===== src/rtl/pscalloc_ram.sv =====
// Generic single-port-write, single-read synchronous RAM with a registered read.
// No dependencies.
module pscalloc_ram #(
  parameter int DW = 8,
  parameter int DEPTH = 16
) (
  input  logic                     clk,
  input  logic                     we,
  input  logic [$clog2(DEPTH)-1:0] waddr,
  input  logic [DW-1:0]            wdata,
  input  logic [$clog2(DEPTH)-1:0] raddr,
  output logic [DW-1:0]            rdata
);
  logic [DW-1:0] mem [DEPTH];
  always_ff @(posedge clk) begin
    if (we) begin
      mem[waddr] <= wdata;
    end
    rdata <= mem[raddr];
  end
endmodule


===== config.mk =====
export PLATFORM = sky130hd
export DESIGN_NAME = pscalloc_ram
export DESIGN_NICKNAME = d
export VERILOG_FILES = /design/src/rtl/pscalloc_ram.sv
export SDC_FILE = /design/constraint.sdc
export NUM_CORES = 1
export LEC_CHECK = 0
export BUFFER_PORTS_ARGS = -buffer_cell sky130_fd_sc_hd__buf_2
export CAP_MARGIN = 20
export CORE_MARGIN = 4
export CORE_UTILIZATION = 40
export CTS_CLUSTER_DIAMETER = 120
export DETAILED_ROUTE_END_ITERATION = 6
export HOLD_SLACK_MARGIN = 0.02
export SYNTH_ARGS = -nofsm -noshare
export SYNTH_HDL_FRONTEND = slang
export SYNTH_SLANG_ARGS = --single-unit

===== constraint.sdc =====
create_clock -name clk -period 1.45 [get_ports clk]
set_input_delay 0.0725 -clock clk [delete_from_list [all_inputs] [get_ports clk]]
set_output_delay 0.0725 -clock clk [all_outputs]
set_load 0.02 [all_outputs]

==> flow_summary_export.csv, run 1 <==
group,metric,value,unit
die,die_h,121,um
global_route,grt-busiest-layer,"met2",
timing,clock.fmax,731,MHz
routing,vias,2473,
yosys,synth.cell_area,5150,sq um
yosys,yosysMostFrequentCell,"sky130_fd_sc_hd__edfxtp_1",
critical_path,crit_path_max_incr_delay,0.53,ns
critical_path,worst_setup_path_startpoint,"mem[1][3]",
cts,tritoncts.num_buffers,17,
critical_path,arrival_time_at_the_worst_endpoint,1.66,ns
routing,route.final.wire_length,9790,um
critical_path,critical-path-slowest-cell,"sky130_fd_sc_hd__mux4_1",
cts,cts_setup_buffers,0,
power_and_ir_drop,sequentialPowerShare,0.463,
yosys,yosys.area.top_type,"sky130_fd_sc_hd__edfxtp_1",
yosys,synthDominantCellAreaShare,0.747,
cts,htreeDepth,4,
timing,post-route-min-period,1.37,ns
layout,n_antenna_cell,0,
power_and_ir_drop,power.total,9.54,mW
yosys,synthFlopType,"sky130_fd_sc_hd__edfxtp_1",
yosys,share_of_the_yosys_chip_area_belonging_to_registers,0.778,
routing,routed_via_count_divided_by_cell_count,5.20,
critical_path,reg2reg_slack,0.08,ns
timing,hold_slack,0.0524,ns
timing,finalSetupTns,0,ns
timing,rsz0062_at_grt,"no",
yosys,postSynthAreaPerCell,22.5,sq um
global_route,maximum_number_of_pins_on_one_net_before_global_route_repair,25,
yosys,synth.ff_latch_count,136,
yosys,synth.lib_cells_used.distinct,19,
die,placement_rows,41,
routing,drt_drc_violations_left,0,
critical_path,start_kind,"flop",
layout,finalCoreUtilization,0.503,
yosys,async_reset_ff_frac,0,
timing,timing.final.hold_violations,0,
critical_path,data_required_time_of_the_critical_path,1.74,ns
power_and_ir_drop,netSwitchingFraction,0.196,
placement,placement.io_buffers,25,
global_route,grtUsageTotal,0.143,
worst_hold_path,min_delay_worst_endpoint,"mem[6][7]",
cts,cts.sink_count,136,
routing,detailedRoute.firstIterationViolations,198,
worst_hold_path,hold_critical_path_depth,1,
global_route,grt_overflow_total,0,
die,ioPinCount,26,
power_and_ir_drop,worst_ir_drop_vdd,825,uV
layout,drive_above_1_share,0.352,
timing,period_share,0.943,
critical_path,timing.critical_path.to_type,"flop",
timing,tightestPinTransition,0.856,ns
die,design.core.area,12600,sq um
global_route,first_global_vias,2625,
timing,final.setup_skew,0.00667,ns
cts,cts.path.max_buffers,2,
timing,max-slew-margin-rel,0.427,
critical_path,worst-setup-path-type,"flop to flop",
cts,worst_setup_hold_path_clk_slew,0.06,ns
status,run_status,"finished clean",
flow_run,cap_viol_max_count,0,
power_and_ir_drop,power.leakage,2.17,nW
critical_path,worst-path-max-fanout,1,
routing,drtPass1Iterations,4,
global_route,met1_resource_use_gr,0.178,
power_and_ir_drop,power_frac_comb,0.049,
power_and_ir_drop,power_switching,1.87,mW
yosys,synth.cells.most_frequent,"sky130_fd_sc_hd__edfxtp_1 (128), sky130_fd_sc_hd__mux4_2 (18), sky130_fd_sc_hd__a22oi_1 (16), sky130_fd_sc_hd__mux4_1 (14), sky130_fd_sc_hd__nor2_1 (13)",
routing,drt.antenna.violating_nets,0,
yosys,synth_edf_count,128,
timing,finalMaxSlewViolations,0,
cts,post_cts_resize_count,0,
critical_path,worstRegToRegCells,3,
global_route,grt_pass1_wl,15000,um
layout,flow.area_growth_from_synthesis,23.3,%
power_and_ir_drop,power.density_cell_area,1500,nW/um^2
placement,place_hpwl,6310,um
yosys,yosys_warnings,0,
die,die_area,14700,sq um
layout,final.fill_count,1029,
cts,cts.hold.buffers_added,0,
cts,cts_tree,"done",
global_route,global_route_met3_usage,0.0354,
worst_hold_path,worst_hold_startpoint,"wdata[7]",
worst_hold_path,timing.hold.worst.class,"input pin to flop",
die,floorplan.die.width,121,um
cts,insertion_delay,0.41,ns
power_and_ir_drop,power_report.internal_total,7.67,mW
yosys,synth.net_count,247,
timing,setup_violations,0,
placement,gpl.final_weighted_congestion,0.733,
routing,route.detailed.wl_per_inst,20.6,um
power_and_ir_drop,pwr-share-clk,0.488,
cts,cts_root_buffer,"sky130_fd_sc_hd__clkbuf_16",
critical_path,rr_endpoint,"rdata[3]",
critical_path,path_cells,"mux4_1 > a22oi_2 > nand2_1",
die,start_util,0.408,
global_route,gr-usage-met2,0.239,
global_route,antenna_found_initial,0,
yosys,yosys-top-cells-area,"sky130_fd_sc_hd__edfxtp_1 (75%), sky130_fd_sc_hd__mux4_2 (7.9%), sky130_fd_sc_hd__mux4_1 (7.1%)",
yosys,netlist_instances,229,
layout,nets,309,
critical_path,crit-reg2reg-launch,"mem[1][3]",
==> logic make-up after synthesis <==
kind of cell | share of synthesized area
AOI/OAI and AO/OA | 0.0233
and+or+nand+nor | 0.0318
DFF | 0.778
muxes | 0.150
buffers and inverters | 0.0168
==> registers in the layout, indices dropped and copies added, names as in the netlist <==
name and cells:
mem 128, rdata 8
==> layout by cell type (no fill, tap or decap) <==
cell	Yosys	routed
sky130_fd_sc_hd__clkinv_2	0	1
sky130_fd_sc_hd__clkbuf_1	0	1
sky130_fd_sc_hd__buf_12	0	5
sky130_fd_sc_hd__or3b_2	1	1
sky130_fd_sc_hd__dfxtp_1	8	8
sky130_fd_sc_hd__a22oi_2	0	3
sky130_fd_sc_hd__nor3_2	0	1
sky130_fd_sc_hd__nor3_1	4	3
sky130_fd_sc_hd__and2b_1	1	1
sky130_fd_sc_hd__nand3_1	1	1
sky130_fd_sc_hd__nand2b_1	2	2
sky130_fd_sc_hd__nor2b_1	1	1
sky130_fd_sc_hd__mux4_2	18	18
sky130_fd_sc_hd__bufinv_16	0	5
sky130_fd_sc_hd__buf_2	3	25
sky130_fd_sc_hd__clkinvlp_4	0	3
sky130_fd_sc_hd__nor2_1	13	13
sky130_fd_sc_hd__nand3b_1	2	2
sky130_fd_sc_hd__mux4_1	14	14
sky130_fd_sc_hd__edfxtp_1	128	128
sky130_fd_sc_hd__and2_1	1	1
sky130_fd_sc_hd__buf_4	1	23
sky130_fd_sc_hd__clkbuf_16	0	17
sky130_fd_sc_hd__inv_6	0	2
sky130_fd_sc_hd__clkinv_4	0	3
sky130_fd_sc_hd__nand2_1	9	9
sky130_fd_sc_hd__a22oi_1	16	13
==> metrics by stage <==
step	cells	setup slack [ns]	area [sq um]
2_1_floorplan	229	0.111	5150
3_3_place_gp	444	-0.0905	5680
3_5_place_dp	444	-0.121	5680
4_1_cts	476	0.0424	6330
5_1_grt	476	0.0161	6340
6_report	476	0.0827	6340
==> worst max path at each step <==
stage	to	slack [ns]	cells past startpoint
after CTS	rdata[3]	0.04	3
after global placement	rdata[3]	-0.09	6
final	rdata[3]	0.08	3
after global routing	rdata[1]	0.02	3
after detailed placement	rdata[3]	-0.12	6
after floorplan	mem[3][0]	0.11	2
==> power by group through the flow <==
stage | registers [mW] | clock network, mW | logic, mW
3_5_place_dp | 4.50 | 0 | 0.472
2_1_floorplan | 4.53 | 0 | 0.223
3_3_place_gp | 4.50 | 0 | 0.468
6_report | 4.42 | 4.65 | 0.471
5_1_grt | 4.42 | 4.90 | 0.512
4_1_cts | 4.42 | 4.71 | 0.475
==> worst max-delay path, delay by kind of cell (launching register included) <==
kind	cells	cell delay [ns]
DFF	1	0.36
and+or+nand+nor	1	0.09
muxes	1	0.53
AOI/OAI and AO/OA	1	0.27
==> final cells by class <==
type                    count  area [sq um]  share of cell area
clock buffers              18           429              0.0676
clock inverters            14           221              0.0349
multi-input cells          83          1080               0.170
flip-flops and latches    136          4000               0.631
well taps                 172           215              0.0339
repair buffers             53           398              0.0627
==> metal layers <==
layer,routed length (um),part of all wire
met3,347,0.035
met2,5060,0.52
met1,4190,0.43
met5,0,0
met4,194,0.020
No activity file was read; power rests on OpenSTA's default activity.
==> run 2: changes to the inputs <==
--- a/config.mk
+++ b/config.mk
@@ -7,7 +7,7 @@
 export LEC_CHECK = 0
 export BUFFER_PORTS_ARGS = -buffer_cell sky130_fd_sc_hd__buf_2
 export CAP_MARGIN = 20
-export CORE_MARGIN = 4
+export CORE_ASPECT_RATIO = 1.5
 export CORE_UTILIZATION = 40
 export CTS_CLUSTER_DIAMETER = 120
 export DETAILED_ROUTE_END_ITERATION = 6
==> run 2 against run 1 <==
Compared with the run above:
- critical path depth is the same
- sequential power is essentially flat
- first-iteration DRC count grew 11%
- core utilization shrank 0.54 points
- combinational power shrank 5.3%
- routed wire length grew 2.4%
- worst setup slack lost 0.012 ns
- critical path type unchanged
- largest cell class unchanged
==> flow_summary_export.csv, run 2 (synthesis gave the netlist of run 1 again) <==
group,metric,value,unit
status,run_status,"finished clean",
layout,most_common_library_cell_in_the_layout_ignoring_fill_and_taps,"sky130_fd_sc_hd__edfxtp_1",
cts,cts_root_buffer,"sky130_fd_sc_hd__clkbuf_16",
layout,flow.area_growth_from_synthesis,20.9,%
layout,final.fill_count,1037,
die,floorplan.die.width,94.6,um
power_and_ir_drop,power_report.internal_total,7.43,mW
timing,finalMaxSlewViolations,0,
routing,route.final.wire_length,10000,um
layout,finalCoreUtilization,0.497,
critical_path,worst-setup-path-type,"flop to flop",
worst_hold_path,worst_hold_startpoint,"wdata[3]",
power_and_ir_drop,netSwitchingFraction,0.196,
critical_path,timing.critical_path.to_type,"flop",
layout,reg_top3,"mem x128, rdata x8",
global_route,grt_pass1_wl,15300,um
placement,gpl.final_weighted_congestion,0.765,
layout,top_register,"mem",
timing,post-route-min-period,1.38,ns
die,die_h,141,um
global_route,first_global_vias,2665,
routing,vias,2443,
cts,cts_setup_buffers,0,
critical_path,crit-reg2reg-launch,"mem[6][2]",
cts,cts.hold.buffers_added,0,
placement,placement.io_buffers,25,
power_and_ir_drop,pwr-share-clk,0.474,
timing,final.setup_skew,0.00504,ns
timing,period_share,0.951,
die,ioPinCount,26,
cts,cts.path.max_buffers,2,
timing,setup_violations,0,
global_route,antenna_found_initial,0,
die,start_util,0.411,
layout,nets,308,
cts,cts.sink_count,136,
timing,rsz0062_at_grt,"no",
power_and_ir_drop,power.leakage,2.13,nW
power_and_ir_drop,power.density_cell_area,1480,nW/um^2
die,placement_rows,50,
layout,footprint_of_the_multi_input_gates,1060,sq um
die,die_area,13300,sq um
timing,tightestPinTransition,0.811,ns
layout,largest_register_ff_count,128,
timing,max-slew-margin-rel,0.457,
power_and_ir_drop,power_switching,1.82,mW
critical_path,worst-path-max-fanout,1,
critical_path,data_required_time_of_the_critical_path,1.74,ns
flow_run,cap_viol_max_count,0,
critical_path,worst_setup_path_startpoint,"mem[6][2]",
routing,detailedRoute.firstIterationViolations,219,
layout,drive_above_1_share,0.330,
cts,post_cts_resize_count,0,
power_and_ir_drop,sequentialPowerShare,0.478,
routing,drt.antenna.violating_nets,0,
power_and_ir_drop,power.total,9.24,mW
routing,route.detailed.wl_per_inst,21.8,um
layout,final_cell_mix,"sky130_fd_sc_hd__edfxtp_1 (128), sky130_fd_sc_hd__buf_2 (25), sky130_fd_sc_hd__buf_4 (25)",
cts,htreeDepth,4,
routing,drtPass1Iterations,5,
timing,timing.final.hold_violations,0,
global_route,grt_overflow_total,0,
timing,clock.fmax,725,MHz
placement,place_hpwl,6470,um
cts,tritoncts.num_buffers,17,
power_and_ir_drop,worst_ir_drop_vdd,834,uV
worst_hold_path,timing.hold.worst.class,"input pin to flop",
layout,n_antenna_cell,0,
die,design.core.area,12500,sq um
critical_path,arrival_time_at_the_worst_endpoint,1.66,ns
global_route,maximum_number_of_pins_on_one_net_before_global_route_repair,33,
power_and_ir_drop,power_frac_comb,0.048,
layout,area.sequential,4000,sq um
critical_path,start_kind,"flop",
routing,routed_via_count_divided_by_cell_count,5.32,
cts,insertion_delay,0.41,ns
routing,drt_drc_violations_left,0,
cts,cts_tree,"done",
cts,worst_setup_hold_path_clk_slew,0.06,ns
global_route,grtUsageTotal,0.171,
-- run 2: changes by cell type in the layout (fill, tap and decap cells not counted), moves of 2 or more --
cell and delta:
sky130_fd_sc_hd__buf_12 -3, sky130_fd_sc_hd__inv_6 -2, sky130_fd_sc_hd__a22oi_1 +3, sky130_fd_sc_hd__a22oi_2 -3, sky130_fd_sc_hd__clkinv_4 -2, sky130_fd_sc_hd__clkinv_1 +4, sky130_fd_sc_hd__buf_4 +2
-- run 2: final cells by class --
| cell class | count | share of cell area |
|---|---|---|
| clock buffers | 17 | 0.0684 |
| clock inverters | 15 | 0.0296 |
| multi-input cells | 83 | 0.171 |
| flip-flops and latches | 136 | 0.643 |
| well taps | 156 | 0.0314 |
| repair buffers | 52 | 0.0567 |
-- run 2: worst max-delay path, stage by stage (launching register included) --
cell	delay, ns
sky130_fd_sc_hd__edfxtp_1	0.38
sky130_fd_sc_hd__mux4_1	0.55
sky130_fd_sc_hd__a22oi_1	0.23
sky130_fd_sc_hd__nand2_1	0.10
-- run 2: path summary, 6_finish.rpt --
kind | end | slack [ns] | cells after the start
setup reg to reg | rdata[2] | 0.07 | 3
hold reg to reg | rdata[4] | 0.68 | 3
setup / recovery | rdata[2] | 0.07 | 3
hold / removal | mem[5][3] | 0.05 | 1
-- run 2: metrics by stage --
| stage | instance area (sq um) | hold WS, ns | instances | TNS [ns] | setup slack [ns] |
|---|---|---|---|---|---|
| 2_1_floorplan | 5150 | 0.171 | 229 | 0 | 0.111 |
| 3_3_place_gp | 5610 | 0.461 | 427 | -0.165 | -0.0916 |
| 3_5_place_dp | 5610 | 0.471 | 427 | -0.262 | -0.150 |
| 4_1_cts | 6220 | 0.0314 | 459 | 0 | 0.0590 |
| 5_1_grt | 6220 | 0.0446 | 459 | 0 | 0.00346 |
| 6_report | 6220 | 0.0452 | 459 | 0 | 0.0710 |
-- run 2: routing by layer --
layer / up-vias / global-route usage / part of all wire
met4: 0 / 0.0869 / 0.014
met3: 9 / 0.0410 / 0.044
met5: - / 0 / 0
met1: 1263 / 0.203 / 0.39
met2: 75 / 0.284 / 0.55
li1: 1096 / - / -
-- run 2: power groups by stage --
stage,clock network [mW],logic [mW],registers (mW)
4_1_cts,4.43,0.457,4.42
3_3_place_gp,0,0.446,4.50
5_1_grt,4.59,0.485,4.43
2_1_floorplan,0,0.223,4.53
6_report,4.38,0.446,4.42
3_5_place_dp,0,0.456,4.50
